File: src/sv/pttc_pkg.sv
// Widths, derived constants and register codes of the pan/tilt tracking controller.
package pttc_pkg;

    // Fraction bits of the angle format; offsets, gain and deadband stay Q.16.
    localparam int ANGLE_FRAC_BITS = 16;

    localparam int ANGLE_W    = 19;
    localparam int OFFSET_W   = 18;
    localparam int CFG_Q_W    = 17;
    localparam int AGE_W      = 20;
    localparam int CFG_DATA_W = 20;
    localparam int CFG_IDX_W  = 3;

    // offset * gain: signed offset times zero-extended gain
    localparam int PROD_W     = OFFSET_W + CFG_Q_W + 1;
    localparam int ABS_W      = PROD_W - 1;
    localparam int PROD_SHIFT = 32 - ANGLE_FRAC_BITS;
    localparam int MAG_W      = ABS_W - PROD_SHIFT;
    localparam int ACC_W      = ((MAG_W > ANGLE_W) ? MAG_W : ANGLE_W) + 2;

    localparam logic [ABS_W-1:0] ROUND_HALF = ABS_W'(1) << (PROD_SHIFT - 1);

    typedef enum logic [CFG_IDX_W-1:0] {
        CFG_DEADBAND  = 3'd0,
        CFG_GAIN      = 3'd1,
        CFG_HOME_STEP = 3'd2,
        CFG_YAW_MAX   = 3'd3,
        CFG_YAW_MIN   = 3'd4,
        CFG_PITCH_MAX = 3'd5,
        CFG_PITCH_MIN = 3'd6,
        CFG_TIMEOUT   = 3'd7
    } cfg_idx_t;

endpackage

File: src/sv/pttc_if.sv
// Valid/ready channels of the pan/tilt tracking controller: tick in, command out.
interface pttc_tick_if;
    logic                                       valid;
    logic                                       ready;
    logic                                       feedback_valid;
    logic signed [pttc_pkg::ANGLE_W-1:0]        feedback_yaw;
    logic signed [pttc_pkg::ANGLE_W-1:0]        feedback_pitch;
    logic                                       point_seen;
    logic        [pttc_pkg::AGE_W-1:0]          point_age_ms;
    logic signed [pttc_pkg::OFFSET_W-1:0]       object_x;
    logic signed [pttc_pkg::OFFSET_W-1:0]       object_y;

    modport source (
        output valid, feedback_valid, feedback_yaw, feedback_pitch,
               point_seen, point_age_ms, object_x, object_y,
        input  ready
    );
    modport sink (
        input  valid, feedback_valid, feedback_yaw, feedback_pitch,
               point_seen, point_age_ms, object_x, object_y,
        output ready
    );
endinterface

interface pttc_cmd_if;
    logic                                       valid;
    logic                                       ready;
    logic signed [pttc_pkg::ANGLE_W-1:0]        yaw_target;
    logic signed [pttc_pkg::ANGLE_W-1:0]        pitch_target;
    logic                                       tracking;

    modport source (
        output valid, yaw_target, pitch_target, tracking,
        input  ready
    );
    modport sink (
        input  valid, yaw_target, pitch_target, tracking,
        output ready
    );
endinterface

File: src/sv/pan_tilt_tracking_controller.sv
// Pan/tilt tracking controller: deadband proportional tracking with homing and limits.
//
// One tick item per clock cycle is accepted, sustained, while the command
// output is not stalled: the tick lands in an input register, and once the
// result slot is free the new yaw and pitch are computed and written to both
// the angle state and the result register. The rate is set by the angle update
// loop, which closes through one 18x18 multiply, the rounding add, the subtract
// and the limit compares. A tick without joint feedback is dropped and gives no
// command. The first tick with feedback loads the angles from it. A detection
// is fresh when seen and younger than the timeout; then each axis whose
// offset magnitude exceeds the deadband moves by -(offset * gain), rounded to
// nearest with ties away from zero. Otherwise each axis slews toward zero by
// home_step, snapping to zero within one step. Both axes are then clamped,
// the minimum taking priority when limits cross. Write configuration only
// while no item is in flight.
module pan_tilt_tracking_controller (
    input  logic                             clk,
    input  logic                             rst_n,
    pttc_tick_if.sink                        tick,
    pttc_cmd_if.source                       cmd,
    input  logic                             cfg_we,
    input  logic [pttc_pkg::CFG_IDX_W-1:0]   cfg_index,
    input  logic [pttc_pkg::CFG_DATA_W-1:0]  cfg_wdata
);

    localparam int AW = pttc_pkg::ANGLE_W;
    localparam int OW = pttc_pkg::OFFSET_W;
    localparam int QW = pttc_pkg::CFG_Q_W;
    localparam int GW = pttc_pkg::AGE_W;
    localparam int XW = pttc_pkg::ACC_W;

    // Configuration registers
    logic        [QW-1:0] deadband_reg;
    logic        [QW-1:0] gain_reg;
    logic        [QW-1:0] home_step_reg;
    logic signed [AW-1:0] yaw_max_reg;
    logic signed [AW-1:0] yaw_min_reg;
    logic signed [AW-1:0] pitch_max_reg;
    logic signed [AW-1:0] pitch_min_reg;
    logic        [GW-1:0] timeout_reg;

    // Input stage
    logic                 in_vld_reg;
    logic                 fb_valid_reg;
    logic signed [AW-1:0] fb_yaw_reg;
    logic signed [AW-1:0] fb_pitch_reg;
    logic                 seen_reg;
    logic        [GW-1:0] age_reg;
    logic signed [OW-1:0] ox_reg;
    logic signed [OW-1:0] oy_reg;

    // Angle state
    logic                 loaded_reg;
    logic signed [AW-1:0] yaw_reg;
    logic signed [AW-1:0] pitch_reg;

    // Result register
    logic                 out_vld_reg;
    logic signed [AW-1:0] yaw_out_reg;
    logic signed [AW-1:0] pitch_out_reg;
    logic                 trk_out_reg;

    logic                 fire;
    logic                 update;
    logic                 fresh;
    logic                 out_vld_next;
    logic signed [AW-1:0] yaw_cur;
    logic signed [AW-1:0] pitch_cur;
    logic signed [AW-1:0] yaw_next;
    logic signed [AW-1:0] pitch_next;

    // Rounded offset * gain magnitude with the offset's sign, in angle units.
    function automatic logic signed [XW-1:0] scaled_move(
        input logic signed [OW-1:0] off,
        input logic        [QW-1:0] gain
    );
        logic signed [pttc_pkg::PROD_W-1:0] prod;
        logic        [pttc_pkg::ABS_W-1:0]  prod_abs;
        logic        [pttc_pkg::ABS_W-1:0]  rnd;
        logic        [pttc_pkg::MAG_W-1:0]  mag;
        logic signed [XW-1:0]               mv;
        prod     = pttc_pkg::PROD_W'(off) * $signed({1'b0, gain});
        prod_abs = prod[pttc_pkg::PROD_W-1] ? pttc_pkg::ABS_W'(-prod)
                                            : pttc_pkg::ABS_W'(prod);
        rnd      = prod_abs + pttc_pkg::ROUND_HALF;
        mag      = rnd[pttc_pkg::ABS_W-1:pttc_pkg::PROD_SHIFT];
        mv       = $signed(XW'(mag));
        return prod[pttc_pkg::PROD_W-1] ? -mv : mv;
    endfunction

    // Track or home one axis, then clamp it.
    function automatic logic signed [AW-1:0] axis_next(
        input logic signed [AW-1:0] angle,
        input logic signed [OW-1:0] off,
        input logic                 is_fresh,
        input logic        [QW-1:0] thr,
        input logic        [QW-1:0] gain,
        input logic        [QW-1:0] step,
        input logic signed [AW-1:0] lo,
        input logic signed [AW-1:0] hi
    );
        logic        [OW-1:0] off_abs;
        logic        [AW-1:0] ang_abs;
        logic signed [XW-1:0] a;
        logic signed [XW-1:0] v;
        logic signed [XW-1:0] lo_x;
        logic signed [XW-1:0] hi_x;
        logic signed [XW-1:0] step_x;
        off_abs = off[OW-1] ? OW'(-off) : OW'(off);
        ang_abs = angle[AW-1] ? AW'(-angle) : AW'(angle);
        a       = XW'(angle);
        lo_x    = XW'(lo);
        hi_x    = XW'(hi);
        step_x  = $signed(XW'(step));
        if (is_fresh)
        begin
            if (off_abs > {1'b0, thr})
                v = a - scaled_move(off, gain);
            else
                v = a;
        end
        else
        begin
            // snap to home once within one step
            if (ang_abs > AW'(step))
                v = angle[AW-1] ? (a + step_x) : (a - step_x);
            else
                v = '0;
        end
        if (v < lo_x)
            v = lo_x;
        else if (v > hi_x)
            v = hi_x;
        return AW'(v);
    endfunction

    // Advance the input stage when its item is dropped or the result slot frees.
    assign fire       = in_vld_reg && (!fb_valid_reg || !out_vld_reg || cmd.ready);
    assign update     = fire && fb_valid_reg;
    assign tick.ready = !in_vld_reg || fire;

    // Load the angles from feedback on the first tick that carries it.
    assign yaw_cur   = loaded_reg ? yaw_reg   : fb_yaw_reg;
    assign pitch_cur = loaded_reg ? pitch_reg : fb_pitch_reg;
    assign fresh     = seen_reg && (age_reg < timeout_reg);

    always_comb
    begin
        yaw_next   = axis_next(yaw_cur, ox_reg, fresh, deadband_reg, gain_reg,
                               home_step_reg, yaw_min_reg, yaw_max_reg);
        pitch_next = axis_next(pitch_cur, oy_reg, fresh, deadband_reg, gain_reg,
                               home_step_reg, pitch_min_reg, pitch_max_reg);
    end

    // Hold the result while stalled, load on update, drop once taken.
    assign out_vld_next = update || (out_vld_reg && !cmd.ready);

    // Configuration writes
    always_ff @(posedge clk or negedge rst_n)
    begin
        if (!rst_n)
        begin
            deadband_reg  <= QW'(3277);
            gain_reg      <= QW'(3277);
            home_step_reg <= QW'(343);
            yaw_max_reg   <= AW'(137258);
            yaw_min_reg   <= -AW'(137258);
            pitch_max_reg <= AW'(57192);
            pitch_min_reg <= -AW'(97223);
            timeout_reg   <= GW'(3000);
        end
        else if (cfg_we)
        begin
            case (pttc_pkg::cfg_idx_t'(cfg_index))
                pttc_pkg::CFG_DEADBAND:  deadband_reg  <= cfg_wdata[QW-1:0];
                pttc_pkg::CFG_GAIN:      gain_reg      <= cfg_wdata[QW-1:0];
                pttc_pkg::CFG_HOME_STEP: home_step_reg <= cfg_wdata[QW-1:0];
                pttc_pkg::CFG_YAW_MAX:   yaw_max_reg   <= $signed(cfg_wdata[AW-1:0]);
                pttc_pkg::CFG_YAW_MIN:   yaw_min_reg   <= $signed(cfg_wdata[AW-1:0]);
                pttc_pkg::CFG_PITCH_MAX: pitch_max_reg <= $signed(cfg_wdata[AW-1:0]);
                pttc_pkg::CFG_PITCH_MIN: pitch_min_reg <= $signed(cfg_wdata[AW-1:0]);
                pttc_pkg::CFG_TIMEOUT:   timeout_reg   <= cfg_wdata[GW-1:0];
                default:                 ;
            endcase
        end
    end

    // Control state
    always_ff @(posedge clk or negedge rst_n)
    begin
        if (!rst_n)
        begin
            in_vld_reg  <= 1'b0;
            out_vld_reg <= 1'b0;
            loaded_reg  <= 1'b0;
            yaw_reg     <= '0;
            pitch_reg   <= '0;
        end
        else
        begin
            if (tick.ready)
                in_vld_reg <= tick.valid;
            out_vld_reg <= out_vld_next;
            if (update)
            begin
                loaded_reg <= 1'b1;
                yaw_reg    <= yaw_next;
                pitch_reg  <= pitch_next;
            end
        end
    end

    // Payload registers
    always_ff @(posedge clk)
    begin
        if (tick.valid && tick.ready)
        begin
            fb_valid_reg <= tick.feedback_valid;
            fb_yaw_reg   <= tick.feedback_yaw;
            fb_pitch_reg <= tick.feedback_pitch;
            seen_reg     <= tick.point_seen;
            age_reg      <= tick.point_age_ms;
            ox_reg       <= tick.object_x;
            oy_reg       <= tick.object_y;
        end
        if (update)
        begin
            yaw_out_reg   <= yaw_next;
            pitch_out_reg <= pitch_next;
            trk_out_reg   <= fresh;
        end
    end

    assign cmd.valid        = out_vld_reg;
    assign cmd.yaw_target   = yaw_out_reg;
    assign cmd.pitch_target = pitch_out_reg;
    assign cmd.tracking     = trk_out_reg;

endmodule

File: src/flat_wrapper.sv
// flat-port wrapper written by rule: the top's interface ports become plain ports
module pan_tilt_tracking_controller_flat 
  (clk, rst_n, cfg_we, cfg_index, cfg_wdata, tick_valid, tick_feedback_valid, tick_feedback_yaw, tick_feedback_pitch, tick_point_seen, tick_point_age_ms, tick_object_x, tick_object_y, tick_ready, cmd_valid, cmd_yaw_target, cmd_pitch_target, cmd_tracking, cmd_ready);
  pttc_tick_if tick_i ();
  pttc_cmd_if cmd_i ();
  input  logic clk;
  input  logic rst_n;
  input  logic cfg_we;
  input  logic [pttc_pkg::CFG_IDX_W-1:0] cfg_index;
  input  logic [pttc_pkg::CFG_DATA_W-1:0] cfg_wdata;
  input wire logic [$bits(tick_i.valid)-1:0] tick_valid;
  input wire logic [$bits(tick_i.feedback_valid)-1:0] tick_feedback_valid;
  input wire logic [$bits(tick_i.feedback_yaw)-1:0] tick_feedback_yaw;
  input wire logic [$bits(tick_i.feedback_pitch)-1:0] tick_feedback_pitch;
  input wire logic [$bits(tick_i.point_seen)-1:0] tick_point_seen;
  input wire logic [$bits(tick_i.point_age_ms)-1:0] tick_point_age_ms;
  input wire logic [$bits(tick_i.object_x)-1:0] tick_object_x;
  input wire logic [$bits(tick_i.object_y)-1:0] tick_object_y;
  output wire logic [$bits(tick_i.ready)-1:0] tick_ready;
  output wire logic [$bits(cmd_i.valid)-1:0] cmd_valid;
  output wire logic [$bits(cmd_i.yaw_target)-1:0] cmd_yaw_target;
  output wire logic [$bits(cmd_i.pitch_target)-1:0] cmd_pitch_target;
  output wire logic [$bits(cmd_i.tracking)-1:0] cmd_tracking;
  input wire logic [$bits(cmd_i.ready)-1:0] cmd_ready;
  assign tick_i.valid = tick_valid;
  assign tick_i.feedback_valid = tick_feedback_valid;
  assign tick_i.feedback_yaw = tick_feedback_yaw;
  assign tick_i.feedback_pitch = tick_feedback_pitch;
  assign tick_i.point_seen = tick_point_seen;
  assign tick_i.point_age_ms = tick_point_age_ms;
  assign tick_i.object_x = tick_object_x;
  assign tick_i.object_y = tick_object_y;
  assign tick_ready = tick_i.ready;
  assign cmd_valid = cmd_i.valid;
  assign cmd_yaw_target = cmd_i.yaw_target;
  assign cmd_pitch_target = cmd_i.pitch_target;
  assign cmd_tracking = cmd_i.tracking;
  assign cmd_i.ready = cmd_ready;
  pan_tilt_tracking_controller u_core (.clk(clk), .rst_n(rst_n), .tick(tick_i), .cmd(cmd_i), .cfg_we(cfg_we), .cfg_index(cfg_index), .cfg_wdata(cfg_wdata));
endmodule
File: config.mk
export PLATFORM = sky130hd
export DESIGN_NAME = pan_tilt_tracking_controller_flat
export DESIGN_NICKNAME = d
export VERILOG_FILES = /design/src/sv/pttc_pkg.sv /design/src/sv/pttc_if.sv /design/src/sv/pan_tilt_tracking_controller.sv /design/src/flat_wrapper.sv
export SDC_FILE = /design/constraint.sdc
export NUM_CORES = 2
export LEC_CHECK = 0
export ABC_CLOCK_PERIOD_IN_PS = 13600
export BUFFER_PORTS_ARGS = -buffer_cell sky130_fd_sc_hd__buf_2
export CORE_MARGIN = 1.5
export CORE_UTILIZATION = 45
export CTS_BUF_LIST = sky130_fd_sc_hd__clkbuf_8
export CTS_CLUSTER_DIAMETER = 80
export DETAILED_ROUTE_END_ITERATION = 16
export GPL_ROUTABILITY_DRIVEN = 0
export SYNTH_ARGS = -nofsm -noshare
export SYNTH_HDL_FRONTEND = slang
export SYNTH_SLANG_ARGS = --single-unit
File: constraint.sdc
create_clock -name clk -period 13.6 [get_ports clk]
set_clock_uncertainty 0.15 [all_clocks]
set_input_delay 1.36 -clock clk [delete_from_list [all_inputs] [get_ports clk]]
set_output_delay 1.36 -clock clk [all_outputs]
set_load 0.005 [all_outputs]
=== Yosys cells after proc, flatten, opt, wreduce, memory -nomap -nowiden ===
Index checks and enable logic that the tools add are counted.
W data, S select, Z words.

* Add/subtract/negate cells: 16
* $mul: 2
* Order comparisons: 9
* Equal/unequal tests: 7
* Mux-type cells: 22
* Reductions and logical operators: 22

{| class="wikitable"
|+ Operator list
! kind !! number
|-
| $mux W21 || 10
|-
| $mux W19 || 8
|-
| $mul A18 B18 Y36 || 2
|-
| $add A35 B16 Y35 const B || 2
|-
| $mux W35 || 2
|-
| $neg A35 Y35 || 2
|-
| $gt A21 B19 Y1 || 2
|-
| $lt A21 B19 Y1 || 2
|-
| $neg A19 Y21 || 2
|-
| $sub A19 B21 Y21 || 2
|-
| $add A19 B18 Y20 || 2
|-
| $sub A19 B18 Y20 || 2
|-
| $gt A19 B17 Y1 || 2
|-
| $neg A19 Y19 || 2
|-
| $gt A18 B17 Y1 || 2
|-
| $mux W18 || 2
|-
| $neg A18 Y18 || 2
|-
| $lt A20 B20 Y1 || 1
|-
| $reduce_and A2 Y1 || 8
|-
| $eq A3 B3 Y1 const B || 4
|-
| $eq A3 B2 Y1 const B || 2
|-
| $logic_and A1 B1 Y1 || 5
|-
| $logic_not A1 Y1 || 4
|-
| $logic_or A1 B1 Y1 || 4
|-
| other kinds (2) || 2
|}

* Register bits: 323
* Logic and storage cells: 101

=== Depth between registers and ports, before layout ===
* Depth after elaboration: 12
* Mapped depth: 64

=== Worst setup path after synthesis ===
No wires, ideal clock.

* Path type: flip-flop to flip-flop
* From: reg u_core.gain_reg[6]
* To: reg u_core.yaw_reg[8]
* Library setup time: 0.127 ns
* Arrival: 13.868 ns
* Data required time: 13.323 ns
* Path slack: -0.545 ns
* Cell stages (with the launch flop): 54
* Period minus slack after synthesis: 14.145 ns
* Cells stage by stage: dfstp_2 clkbuf_1 and2_1 fa_1 fa_1 inv_1 fa_1 fa_1 fa_1 fa_1 inv_1 ha_1 nand4_1 or3_1 a2111oi_2 o21ai_0 nand2_1 buf_2 (+18 left out) a21boi_0 o311a_1 or3_1 a31o_2 a21oi_1 xnor2_1 a21oi_1 o21ai_0 ha_1 nand4_1 o2111ai_1 o21ai_0 nor2_1 clkbuf_1 clkbuf_1 mux2i_1 mux2i_1 mux2_2

* Word-level cells in the longest chain between the ends: 12
* Elaborated cells on any way between the ends: 13
* Those cells by class: add/sub: 4; mul: 1; order compare: 2; mux: 6

{| class="wikitable"
|+ RTL lines
! element !! RTL line !! text
|-
| from (decl) || pan_tilt_tracking_controller.sv:34 || <nowiki>logic [QW-1:0] gain_reg;</nowiki>
|-
| from (signal assigned) || pan_tilt_tracking_controller.sv:176 || <nowiki>pttc_pkg::CFG_GAIN: gain_reg <= cfg_wdata[QW-1:0];</nowiki>
|-
| $mul A18 B18 Y36 (*) || pan_tilt_tracking_controller.sv:82 || <nowiki>prod = pttc_pkg::PROD_W'(off) * $signed({1'b0, gain});</nowiki>
|-
| $neg A35 Y35 || pan_tilt_tracking_controller.sv:83 || <nowiki>prod_abs = prod[pttc_pkg::PROD_W-1] ? pttc_pkg::ABS_W'(-prod)</nowiki>
|-
| $mux W35 || pan_tilt_tracking_controller.sv:83 ||
|-
| $add A35 B16 Y35 || pan_tilt_tracking_controller.sv:85 || <nowiki>rnd = prod_abs + pttc_pkg::ROUND_HALF;</nowiki>
|-
| $neg A19 Y21 || pan_tilt_tracking_controller.sv:88 || <nowiki>return prod[pttc_pkg::PROD_W-1] ? -mv : mv;</nowiki>
|-
| $mux W21 (*) || pan_tilt_tracking_controller.sv:88 ||
|-
| $sub A19 B21 Y21 (*) || pan_tilt_tracking_controller.sv:118 || <nowiki>v = a - scaled_move(off, gain);</nowiki>
|-
| $mux W21 (*) || pan_tilt_tracking_controller.sv:117 || <nowiki>if (off_abs > {1'b0, thr})</nowiki>
|-
| $mux W21 (*) || pan_tilt_tracking_controller.sv:115 || <nowiki>if (is_fresh)</nowiki>
|-
| $gt A21 B19 Y1 || pan_tilt_tracking_controller.sv:132 || <nowiki>else if (v > hi_x)</nowiki>
|-
| $mux W19 || pan_tilt_tracking_controller.sv:132 ||
|-
| $mux W19 (*) || pan_tilt_tracking_controller.sv:130 || <nowiki>if (v < lo_x)</nowiki>
|-
| named net u_core.yaw_next[8] || pan_tilt_tracking_controller.sv:69 || <nowiki>logic signed [AW-1:0] yaw_next;</nowiki>
|-
| to (signal assigned) || pan_tilt_tracking_controller.sv:207 || <nowiki>yaw_reg <= yaw_next;</nowiki>
|-
| to (decl) || pan_tilt_tracking_controller.sv:54 || <nowiki>logic signed [AW-1:0] yaw_reg;</nowiki>
|}

Mark *: on every way through the listed nets, which the timed path passes. The rest lies on a longest branch.
A chain may end at the register's enable or synchronous reset.

=== Worst setup path in the final report ===
* From: reg u_core.gain_reg[10]
* To: reg u_core.yaw_reg[15]

Same word-level chain as after synthesis.

==> impl_metrics.json <==
{
  "status": "finished clean",
  "ys_seq_area_share_pct": 17.56,
  "grt-ovfl-total": 0,
  "wl_met2_mm": 60.70,
  "core_um2": 110800,
  "fin_ws_ns": 0.4870,
  "hpwlAfterDp_mm": 111.4,
  "period_share_pct": 96.42,
  "critical_path.max_stage_delay_ns": 0.69,
  "cts_max_level": 2,
  "ant_nets": 0,
  "io_pins": 165,
  "areaGrowthSynthToFinish_pct": 10.23,
  "postSynthAreaPerCell_um2": 9.177,
  "fin_crit_ns": 13.11,
  "syn_inst": 5486,
  "io_buffers": 164,
  "placed_area_um2": 53240,
  "ys_types": 120,
  "initial_core_util_pct": 45.43,
  "layout-drive-gt1-share_pct": 14.89,
  "post-route-drc-count": 0,
  "clk_latency_ns": 0.74,
  "die_height_um": 337.5,
  "cts_hold_buf": 0,
  "yosys_warnings": 0,
  "post-place-ws_ns": -0.1735,
  "cp-end-kind": "register",
  "std_cell_rows": 122,
  "finalNetCount": 6858,
  "die-area_um2": 113900,
  "hold_class": "reg2reg",
  "clock.fmax_mhz": 76.26,
  "via_per_inst": 5.398,
  "rrSetupSlack_ns": 0.49,
  "finalNonFillerCells": 7217,
  "dr.pass1.iters": 5,
  "cp_slowest_cell": "dfstp_4",
  "slew_viol_final": 0,
  "met1Wirelength_mm": 66.26,
  "detail_route.wl_per_cell_um": 19.29,
  "dieWidth_um": 337.5,
  "cp.arrival_ns": 13.53,
  "clock_sinks": 323,
  "worstSetupStartpointType": "register",
  "max-clock-path-buffers": 3,
  "grt_pass1_wl_mm": 218.0,
  "routed.top_layer": "met4",
  "required_ns": 14.02,
  "finalSetupViolCount": 0,
  "crit_fanout": 7,
  "max-cap-violations": 0,
  "route.met3.wl_mm": 8.989,
  "cts_tree": "yes",
  "grt.total_usage_pct": 24.31,
  "fin_area_um2": 55500,
  "drt-initial-drc-count": 2556,
  "syn-cell-area_um2": 50340,
  "dp.cells": 7047,
  "cpMostUsedCell": "fa_1",
  "worstMarginPinSlew_ns": 1.059,
  "grt_start_max_net_pins": 83,
  "slew_headroom_pct": 29.43,
  "clk_pin_slew_ns": 0.06,
  "final_util_pct": 50.08,
  "wirelength_mm": 139.2,
  "numCtsBuffers": 61,
  "ys_ff_latch": 323,
  "grt_pass1_vias": 38810,
  "synthFlopType": "edfxtp_1",
  "vias": 38950,
  "syn_nets": 6670,
  "synth_edf_count": 135,
  "postSynth.asyncResetShare_pct": 58.20,
  "cts_root_buf": "clkbuf_8",
  "crit_type": "reg2reg",
  "hold_violations": 0,
  "antenna_found_initial": 5
}
-- cells by family (layout without fill, tap and decap cells) --
family	after synthesis	after routing	synth area share, %
and+or+nand+nor	1566	1566	15.97
buffers and inverters	1134	1375	8.639
DFF	323	323	17.56
adders and majority gates	1060	1060	35.68
muxes	251	251	5.435
other	0	2	0
AOI/OAI and AO/OA	871	871	11.66
xor gates and xnor gates	281	281	5.058
-- placed cells by master, fill, tap and decap left out, drive strengths merged, types with 173 or more instances in the layout --
master	count
a21oi	196
ha	434
fa	626
nor2	207
inv	921
xnor2	216
mux2	173
nand2	507
and2	383
o21ai	220
buf	357
-- cell type report --
cell class	instances	area, um^2
fillers	10470	55320
multi-input cells	4029	37630
flip-flops and latches	323	8850
inverters	899	3382
repair buffers	360	2465
well taps	1488	1862
clock buffers	69	949.7
clock inverters	47	349.1
diodes	2	5.005
-- synth_stat cells, types with 26 or more instances --
cell type	number	share of area, %
o21a_1	55	0.82
ha_1	434	11
nor2b_1	37	0.46
o21ai_0	204	2.0
xnor2_1	212	3.7
and3_1	33	0.41
xor2_1	60	1.0
nand3_1	71	0.71
inv_1	898	6.7
edfxtp_1	135	8.1
nand2b_1	39	0.48
mux2i_1	78	1.6
dfstp_2	64	3.3
dfrtp_1	124	6.2
a31oi_1	26	0.32
fa_1	626	25
a21oi_1	194	1.9
clkbuf_1	202	1.5
nand2_1	507	3.8
nor2_1	207	1.5
and2_1	382	4.7
nor3_1	82	0.82
a21o_1	71	1.1
or3_1	40	0.50
nand4_1	43	0.53
mux2_2	171	3.8
o31ai_1	39	0.58
-- layer usage --
layer | global-route usage, % | vias to the layer above
met5 | 0 | -
met4 | 5.362 | 0
met3 | 4.417 | 162
met2 | 37.77 | 1018
met1 | 35.16 | 19280
li1 | - | 18490
-- path summary, 6_finish.rpt --
| check | startpoint | end | cells past startpoint |
|---|---|---|---|
| max in group asynchronous | rst_n | u_core.gain_reg[13] | 2 |
| min in group asynchronous | rst_n | u_core.timeout_reg[13] | 1 |
| setup reg to reg | u_core.gain_reg[10] | u_core.yaw_reg[15] | 49 |
| setup / recovery | u_core.gain_reg[10] | u_core.yaw_reg[15] | 49 |
| hold / removal | u_core.timeout_reg[13] | u_core.timeout_reg[13] | 1 |
| hold reg to reg | u_core.timeout_reg[13] | u_core.timeout_reg[13] | 1 |
-- worst max-delay path: cells and delay by family, from the launching register on --
family	cells	cell delay [ns]
fa+ha+maj	10	4.53
compound gates	13	2.70
simple gates	13	2.56
mux	3	0.88
xor+xnor	5	0.87
flops	1	0.69
buf+inv	5	0.66
-- through the flow --
stage / hold slack (ns) / TNS (ns)
6_report: 0.3512 / 0
5_1_grt: 0.3657 / -1.662
4_1_cts: 0.3550 / 0
3_5_place_dp: 0.3413 / -2.458
3_3_place_gp: 0.3350 / 0
2_1_floorplan: 0.3202 / 0
-- timing repair --
action                                 CTS  global route
gates resized for setup                  1           105
endpoints found under the hold margin    0             0
setup endpoints to repair               26            76
buffers inserted                         3            45
gates cloned                             0             4
pin swaps                                1            26
Power is left out: the tool's default activity adds up to more than one toggle a clock period on the data nets, which glitch-free logic cannot reach.
